File: config.mk
export PLATFORM = sky130hd
export DESIGN_NAME = buzzer_note_sequencer
export DESIGN_NICKNAME = d
export VERILOG_FILES = /design/src/rtl/bns_pkg.sv /design/src/rtl/bns_note_ram.sv /design/src/rtl/bns_span.sv /design/src/rtl/bns_out_fifo.sv /design/src/rtl/buzzer_note_sequencer.sv
export SDC_FILE = /design/constraint.sdc
export NUM_CORES = 2
export LEC_CHECK = 0
export ABC_AREA = 1
export ABC_CLOCK_PERIOD_IN_PS = 17420
export BUFFER_PORTS_ARGS = -buffer_cell sky130_fd_sc_hd__buf_2
export CAP_MARGIN = 20
export CORE_UTILIZATION = 42
export DETAILED_ROUTE_END_ITERATION = 6
export MAX_ROUTING_LAYER = met4
export PLACE_DENSITY = 0.66
export SLEW_MARGIN = 15
export SYNTH_ARGS = -nofsm -noshare
export SYNTH_HDL_FRONTEND = slang
export SYNTH_SLANG_ARGS = --single-unit
File: constraint.sdc
create_clock -name clock -period 17.42 [get_ports clock]
set_input_delay 2.613 -clock clock [delete_from_list [all_inputs] [get_ports clock]]
set_output_delay 2.613 -clock clock [all_outputs]
set_load 0.03 [all_outputs]
File: src/rtl/bns_pkg.sv
// Shared constants, operation codes and types of the buzzer note sequencer.
// No dependencies.
`default_nettype none

package bns_pkg;

   localparam int QUEUE_DEPTH = 128;
   localparam int IDX_W       = $clog2(QUEUE_DEPTH);
   localparam int CNT_W       = $clog2(QUEUE_DEPTH + 1);

   localparam int OP_W        = 3;
   localparam int HALF_W      = 16;
   localparam int BEATS_W     = 12;
   localparam int FRAC_W      = 8;
   localparam int TPB_W       = 24;
   localparam int ENTRY_W     = HALF_W + BEATS_W;
   localparam int PROD_W      = TPB_W + BEATS_W;
   localparam int SPAN_W      = PROD_W - FRAC_W;
   localparam int TOGGLE_W    = HALF_W + 1;
   localparam int ELAPSED_W   = SPAN_W + 1;
   localparam int OUT_W       = 8;

   localparam logic [TPB_W-1:0] TPB_RESET = 24'd1000000;

   localparam logic [OP_W-1:0] OP_TICK    = 3'd0;
   localparam logic [OP_W-1:0] OP_ENQUEUE = 3'd1;
   localparam logic [OP_W-1:0] OP_START   = 3'd2;
   localparam logic [OP_W-1:0] OP_PAUSE   = 3'd3;
   localparam logic [OP_W-1:0] OP_REWIND  = 3'd4;
   localparam logic [OP_W-1:0] OP_CLEAR   = 3'd5;

   typedef struct packed {
      logic               en;
      logic [IDX_W-1:0]   addr;
      logic [ENTRY_W-1:0] data;
   } ram_wr_type;

   typedef struct packed {
      logic             buzzer_level;
      logic             playing;
      logic [OUT_W-1:0] note_position;
      logic [OUT_W-1:0] note_count;
      logic             enqueue_dropped;
   } rsp_type;

endpackage

`default_nettype wire

File: src/rtl/bns_note_ram.sv
// Note store: one write port, one registered read port with write forwarding.
// Depends on bns_pkg.
`default_nettype none

module bns_note_ram (
   input  wire logic                        clock,
   input  wire bns_pkg::ram_wr_type         wr,
   input  wire logic [bns_pkg::IDX_W-1:0]   rd_addr,
   output logic      [bns_pkg::ENTRY_W-1:0] rd_data_ff
);
   import bns_pkg::*;

   logic [ENTRY_W-1:0] mem_ff [QUEUE_DEPTH];

   // Write the note, read the addressed entry; pass a same-address write through
   always_ff @(posedge clock) begin
      if (wr.en) begin
         mem_ff[wr.addr] <= wr.data;
      end
      if (wr.en && (wr.addr == rd_addr)) begin
         rd_data_ff <= wr.data;
      end else begin
         rd_data_ff <= mem_ff[rd_addr];
      end
   end

endmodule

`default_nettype wire

File: src/rtl/bns_span.sv
// Note length unit: registers (ticks_per_beat * beats) >> 8.
// Depends on bns_pkg.
`default_nettype none

module bns_span (
   input  wire logic                       clock,
   input  wire logic [bns_pkg::TPB_W-1:0]   tpb,
   input  wire logic [bns_pkg::BEATS_W-1:0] beats,
   output logic      [bns_pkg::SPAN_W-1:0]  span_ff
);
   import bns_pkg::*;

   logic [PROD_W-1:0] prod;

   // Multiply and drop the fraction bits
   assign prod = PROD_W'(tpb) * PROD_W'(beats);

   always_ff @(posedge clock) begin
      span_ff <= prod[PROD_W-1:FRAC_W];
   end

endmodule

`default_nettype wire

File: src/rtl/bns_out_fifo.sv
// Two-entry result buffer between the sequencer and the response channel.
// Depends on bns_pkg.
`default_nettype none

module bns_out_fifo (
   input  wire logic             clock,
   input  wire logic             reset,
   input  wire logic             push,
   input  wire bns_pkg::rsp_type push_data,
   output logic                  full,
   output logic                  rsp_valid,
   input  wire logic             rsp_ready,
   output bns_pkg::rsp_type      rsp_data
);
   import bns_pkg::*;

   rsp_type    entry_ff [2];
   logic       wr_ptr_ff, wr_ptr_in;
   logic       rd_ptr_ff, rd_ptr_in;
   logic [1:0] count_ff, count_in;
   logic       pop;

   assign full      = (count_ff == 2'd2);
   assign rsp_valid = (count_ff != 2'd0);
   assign rsp_data  = entry_ff[rd_ptr_ff];
   assign pop       = rsp_valid && rsp_ready;

   // Advance pointers and occupancy
   always_comb begin
      wr_ptr_in = push ? ~wr_ptr_ff : wr_ptr_ff;
      rd_ptr_in = pop  ? ~rd_ptr_ff : rd_ptr_ff;
      count_in  = count_ff;
      if (push && !pop) begin
         count_in = count_ff + 2'd1;
      end else if (pop && !push) begin
         count_in = count_ff - 2'd1;
      end
   end

   always_ff @(posedge clock) begin
      if (reset) begin
         wr_ptr_ff <= 1'b0;
         rd_ptr_ff <= 1'b0;
         count_ff  <= 2'd0;
      end else begin
         wr_ptr_ff <= wr_ptr_in;
         rd_ptr_ff <= rd_ptr_in;
         count_ff  <= count_in;
      end
   end

   // Hold payload in the slot being filled
   always_ff @(posedge clock) begin
      if (push) begin
         entry_ff[wr_ptr_ff] <= push_data;
      end
   end

endmodule

`default_nettype wire

File: src/rtl/buzzer_note_sequencer.sv
// Buzzer note sequencer: a queue of notes played as a square wave, one tick per request.
// Request channel req_* (operation, note fields), response channel rsp_*,
// register write channel csr_* carrying ticks_per_beat (always ready).
// Every accepted request yields exactly one response with the state after it:
// buzzer level, playing flag, note position, note count, enqueue dropped flag.
// The response is registered in the result buffer before it is presented.
// Throughput: one request per cycle, except that a tick is held off after the note
// position moves, after an enqueue writes the note at the current position, and
// after a register write, while the note store read and the note length
// multiplier (one register each) refill; so a note advance delays the next tick.
// Responses go into a two-entry buffer: while the receiver stalls, requests keep
// being accepted until both entries are full, and nothing is lost.
// Reset (synchronous, active high) empties the queue, stops playback, zeroes the
// timers and loads ticks_per_beat with 1000000. The note store itself is not
// cleared; only entries below the note count are ever used.
// Depends on bns_pkg, bns_note_ram, bns_span, bns_out_fifo.
`default_nettype none

module buzzer_note_sequencer (
   input  wire logic                        clock,
   input  wire logic                        reset,
   input  wire logic                        req_valid,
   output logic                             req_ready,
   input  wire logic [bns_pkg::OP_W-1:0]    req_operation,
   input  wire logic [bns_pkg::HALF_W-1:0]  req_note_half_period,
   input  wire logic [bns_pkg::BEATS_W-1:0] req_note_beats,
   output logic                             rsp_valid,
   input  wire logic                        rsp_ready,
   output logic                             rsp_buzzer_level,
   output logic                             rsp_playing,
   output logic      [bns_pkg::OUT_W-1:0]   rsp_note_position,
   output logic      [bns_pkg::OUT_W-1:0]   rsp_note_count,
   output logic                             rsp_enqueue_dropped,
   input  wire logic                        csr_valid,
   output logic                             csr_ready,
   input  wire logic [bns_pkg::TPB_W-1:0]   csr_ticks_per_beat
);
   import bns_pkg::*;

   logic [CNT_W-1:0]     count_ff, count_in;
   logic [CNT_W-1:0]     idx_ff, idx_in;
   logic                 level_ff, level_in;
   logic                 run_ff, run_in;
   logic                 mid_ff, mid_in;
   logic [TOGGLE_W-1:0]  toggle_ff, toggle_in;
   logic [ELAPSED_W-1:0] elapsed_ff, elapsed_in;
   logic [TPB_W-1:0]     tpb_ff, tpb_in;
   logic                 stale_ff, stale_in;

   logic [ENTRY_W-1:0]   note;
   logic [HALF_W-1:0]    note_half;
   logic [BEATS_W-1:0]   note_beats;
   logic [SPAN_W-1:0]    span;
   logic [TOGGLE_W-1:0]  toggle_inc;
   logic [ELAPSED_W-1:0] elapsed_inc;
   logic [CNT_W-1:0]     idx_inc;

   logic                 fifo_full;
   logic                 req_fire;
   logic                 csr_fire;
   logic                 dropped;
   ram_wr_type           wr;
   rsp_type              result;
   rsp_type              rsp_data;

   assign csr_ready = 1'b1;
   assign csr_fire  = csr_valid && csr_ready;

   // Hold ticks while the note read or the length product is refilling
   assign req_ready = !fifo_full && !(stale_ff && (req_operation == OP_TICK));
   assign req_fire  = req_valid && req_ready;

   assign note_half   = note[ENTRY_W-1:BEATS_W];
   assign note_beats  = note[BEATS_W-1:0];
   assign toggle_inc  = toggle_ff + TOGGLE_W'(1);
   assign elapsed_inc = elapsed_ff + ELAPSED_W'(1);
   assign idx_inc     = idx_ff + CNT_W'(1);

   // Decode the request and update the playback state
   always_comb begin
      count_in   = count_ff;
      idx_in     = idx_ff;
      level_in   = level_ff;
      run_in     = run_ff;
      mid_in     = mid_ff;
      toggle_in  = toggle_ff;
      elapsed_in = elapsed_ff;
      dropped    = 1'b0;
      wr.en      = 1'b0;
      wr.addr    = count_ff[IDX_W-1:0];
      wr.data    = {req_note_half_period, req_note_beats};
      if (req_fire) begin
         unique case (req_operation)
            OP_TICK: begin
               if (run_ff) begin
                  if (idx_ff >= count_ff) begin
                     run_in = 1'b0;
                     mid_in = 1'b0;
                  end else begin
                     if (toggle_inc > TOGGLE_W'(note_half)) begin
                        level_in  = ~level_ff;
                        toggle_in = '0;
                     end else begin
                        toggle_in = toggle_inc;
                     end
                     if (elapsed_inc > ELAPSED_W'(span)) begin
                        idx_in     = idx_inc;
                        elapsed_in = '0;
                        if (idx_inc >= count_ff) begin
                           run_in = 1'b0;
                           mid_in = 1'b0;
                        end
                     end else begin
                        elapsed_in = elapsed_inc;
                     end
                  end
               end
            end
            OP_ENQUEUE: begin
               if (count_ff < CNT_W'(QUEUE_DEPTH)) begin
                  wr.en    = 1'b1;
                  count_in = count_ff + CNT_W'(1);
               end else begin
                  dropped = 1'b1;
               end
            end
            OP_START: begin
               if (idx_ff < count_ff) begin
                  run_in = 1'b1;
                  mid_in = 1'b1;
                  if (!mid_ff) begin
                     elapsed_in = '0;
                  end
               end
            end
            OP_PAUSE: begin
               if (run_ff) begin
                  mid_in = 1'b1;
               end
               run_in = 1'b0;
            end
            OP_REWIND: begin
               if (run_ff) begin
                  mid_in = 1'b1;
               end
               run_in     = 1'b0;
               idx_in     = '0;
               elapsed_in = '0;
            end
            OP_CLEAR: begin
               idx_in   = '0;
               count_in = '0;
            end
            default: begin
            end
         endcase
      end
   end

   // Take the register write
   assign tpb_in = csr_fire ? csr_ticks_per_beat : tpb_ff;

   // Mark the next cycle stale when the note read or its length must refill
   assign stale_in = (idx_in != idx_ff) || csr_fire
                     || (wr.en && (wr.addr == idx_in[IDX_W-1:0]));

   always_ff @(posedge clock) begin
      if (reset) begin
         count_ff   <= '0;
         idx_ff     <= '0;
         level_ff   <= 1'b0;
         run_ff     <= 1'b0;
         mid_ff     <= 1'b0;
         toggle_ff  <= '0;
         elapsed_ff <= '0;
         tpb_ff     <= TPB_RESET;
         stale_ff   <= 1'b1;
      end else begin
         count_ff   <= count_in;
         idx_ff     <= idx_in;
         level_ff   <= level_in;
         run_ff     <= run_in;
         mid_ff     <= mid_in;
         toggle_ff  <= toggle_in;
         elapsed_ff <= elapsed_in;
         tpb_ff     <= tpb_in;
         stale_ff   <= stale_in;
      end
   end

   // Read the note at the next position into the note store's read register
   bns_note_ram u_ram (
      .clock      (clock),
      .wr         (wr),
      .rd_addr    (idx_in[IDX_W-1:0]),
      .rd_data_ff (note)
   );

   bns_span u_span (
      .clock   (clock),
      .tpb     (tpb_ff),
      .beats   (note_beats),
      .span_ff (span)
   );

   // Build the response from the updated state
   always_comb begin
      result.buzzer_level    = level_in;
      result.playing         = run_in;
      result.note_position   = OUT_W'(idx_in);
      result.note_count      = OUT_W'(count_in);
      result.enqueue_dropped = dropped;
   end

   bns_out_fifo u_fifo (
      .clock     (clock),
      .reset     (reset),
      .push      (req_fire),
      .push_data (result),
      .full      (fifo_full),
      .rsp_valid (rsp_valid),
      .rsp_ready (rsp_ready),
      .rsp_data  (rsp_data)
   );

   assign rsp_buzzer_level    = rsp_data.buzzer_level;
   assign rsp_playing         = rsp_data.playing;
   assign rsp_note_position   = rsp_data.note_position;
   assign rsp_note_count      = rsp_data.note_count;
   assign rsp_enqueue_dropped = rsp_data.enqueue_dropped;

endmodule

`default_nettype wire

==> metrics.cfg <==
[timing]
finalClockSkew_ns=0.0578
fmax_mhz=93.9
layout_min_cycle_time_ns=10.65
rsz0062_at_grt=no
hold_viol=0
report.final.slew_viol_count=0
finalSetupViolCount=0
slew-limit-headroom_pct=16.6
tns_ns=0
worstMarginPinSlew_ns=1.25
period_share_pct=61.2

[global_route]
overflow=0
grt_pass1_vias=98347
grt_use_total_pct=24.4
gr-usage-met3_pct=3.66
antenna_found_initial=28
grt_max_degree=225
grt_use_met1_pct=33.2
met2_usage_pct=37.0
busiest_layer=met2
grt_pass1_wl_mm=670

[detailed_routing]
dr.first_iter.drc_count=14707
dr.pass1.iters=7
vias_per_cell=5.87
wire_per_inst_um=25.7
wirelength_mm=463
drc_errors=1
num_vias=105538
drtAntennaViolNets=0

[worst_hold_path]
min_path_type=flop to flop
min_from=toggle_ff[14]

[setup_path]
worst_path_most_repeated_cell=nand2_1
end_kind=flop
startpoint_type=flop
critPathBufInv=8
cp_max_fo=88
worst_ep_required_time_ns=18.23
slowest_delay_ns=0.91
crit_arrival_ns=11.47
slowest_stage=buf_4
critPathKind=flop to flop
crit_family=buffers and inverters

[finish]
layout.nets=13118
syn2layout_area_growth_pct=11.4
num-fill-cells=32588
post-route-util_pct=47.2
layout-drive-gt1-share_pct=8.47

[power_and_ir_drop]
ir_worst_vdd_mv=0.0991
p_sw_share_pct=23.5
p_per_area_nw_per_um2=111
p_int_mw=15.0
p_comb_share_pct=8.9
leakagePower_nw=59.2
p_sw_mw=4.61
p_seq_share_pct=51.0
power_frac_clock_pct=40.1

[die]
die_x_um=616
ios=82
die_area_um2=379000
core_um2=374000
rows=224
start_util_pct=42.3
die_h_um=616

[status]
violations=DRC
status=finished, violations left

[place]
gp_congestion=0.899
dpl.hpwl_mm=257
portBuffers=80

[synthesis]
synth_seq_cells=3752
synth-async-reset-ratio_pct=0
syn_nets=13240
syn_area_um2=158000
syn_inst=12826
synth_edf_count=3622
syn_area_per_cell_um2=12.3
ys_seq_area_share_pct=70.4
yosys_warnings=0
ys_dominant_reg_cell=edfxtp_1
ys_types=62

[clocking]
cts-root-buf=clkbuf_16
clk_pin_slew_ns=0.07
clkLatencyLatePin_ns=0.91
clock_path_buffers=4
cts_sinks=3752
postCtsHoldBufs=0
h-tree-depth=5
numCtsBuffers=376
cts_resized=0
cts_tree=yes
cts_setup_buffers=0

[run]
drv_cap=0

## worst paths after layout
check                                           to  slack [ns]  cells after the start
worst max-delay path            u_span.span_ff[27]        6.77                     32
worst min-delay path                 toggle_ff[14]        0.48                      2
worst max register to register  u_span.span_ff[27]        6.77                     32
worst min register to register       toggle_ff[14]        0.48                      2
## through the flow
| step | worst slack, ns | hold WS, ns | power, mW | area, um^2 | cells |
|---|---|---|---|---|---|
| after floorplan | 11.27 | 0.436 | 11.3 | 158000 | 12826 |
| after global placement | 7.01 | 0.451 | 11.9 | 164000 | 17281 |
| after detailed placement | 7.01 | 0.460 | 11.9 | 164000 | 17295 |
| after CTS | 7.06 | 0.469 | 19.7 | 176000 | 17960 |
| after global routing | 6.20 | 0.502 | 20.3 | 176000 | 17973 |
| final | 6.77 | 0.477 | 19.6 | 176000 | 17978 |
## layout make-up
type	count	area [um^2]	share of cell area, %
flip-flops and latches	3752	111000	63.2
multi-input cells	7738	42000	23.8
clock buffers	462	9880	5.61
well taps	4972	6220	3.53
repair buffers	361	2940	1.67
clock inverters	203	1870	1.06
inverters	475	1830	1.04
diodes	15	37.5	0.0213
## state kept, by name (all words and copies together), names as in the netlist, 2 cells and up, named ones only
name,count
u_ram.mem_ff,3584
u_fifo.entry_ff,38
elapsed_ff,29
u_span.span_ff,28
tpb_ff,24
toggle_ff,17
count_ff,8
idx_ff,8
u_fifo.count_ff,2
## worst min-delay path, cell delays in order, from the launching register on
cell	delay (ns)
dfxtp_1	0.31
nand2_1	0.06
a21oi_1	0.06
## cells by family after synthesis
family	after synthesis	synth area share, %
and+or+nand+nor	3781	9.37
DFF	3752	70.4
AOI/OAI and AO/OA	3513	12.2
buffers and inverters	1336	3.67
adders and majority gates	354	3.84
xor gates and xnor gates	64	0.354
muxes	25	0.173
other	1	0.00237
## power groups by stage
| stage | clock network (mW) | logic [mW] | registers, mW |
|---|---|---|---|
| 2_1_floorplan | 0 | 1.18 | 10.2 |
| 3_3_place_gp | 0 | 1.73 | 10.2 |
| 3_5_place_dp | 0 | 1.74 | 10.2 |
| 4_1_cts | 7.93 | 1.74 | 10.0 |
| 5_1_grt | 8.27 | 1.98 | 10.0 |
| 6_report | 7.87 | 1.74 | 10.0 |
## layer usage
layer	part of all wire, %	up-vias
li1	-	46379
met1	40	52627
met2	46	5698
met3	10	834
met4	4.2	0
met5	0	-
## Yosys cell counts (all sizes together) (4+ instances only)
master	count	area (um^2)
inv	472	1770
a211oi	8	65.1
ha	135	1690
xor2	48	420
buf	362	2150
a31oi	6	37.5
fa	219	4380
o32ai	47	412
o21a	5	38.8
o211ai	6	45.0
nor3	25	140
o22ai	1026	6420
clkbuf	499	1880
o21ai	2225	11200
mux2	19	214
xnor2	16	140
a21oi	158	791
nand2	829	3120
o221ai	17	168
nor2	2572	9700
a21boi	4	30.0
nand4	20	125
dfxtp	130	2600
nor4	6	37.5
nand3	323	1650
edfxtp	3622	109000
mux2i	6	60.1
## cell usage in the layout (no fill, tap or decap), types with 63 or more instances in the layout
| cell type | synthesis | layout |
|---|---|---|
| edfxtp_1 | 3622 | 3622 |
| nor2_1 | 2555 | 2426 |
| o21ai_0 | 2153 | 2153 |
| o22ai_1 | 1026 | 1026 |
| nand2_1 | 825 | 822 |
| inv_1 | 454 | 450 |
| clkbuf_16 | 0 | 381 |
| nand3_1 | 318 | 316 |
| buf_4 | 71 | 283 |
| fa_1 | 219 | 219 |
| a21oi_1 | 158 | 158 |
| ha_1 | 135 | 135 |
| nor2_4 | 1 | 129 |
| dfxtp_1 | 130 | 124 |
| clkinv_1 | 2 | 78 |
| clkbuf_1 | 497 | 77 |
| o21ai_1 | 63 | 63 |
(Power assumes the default switching activity.)
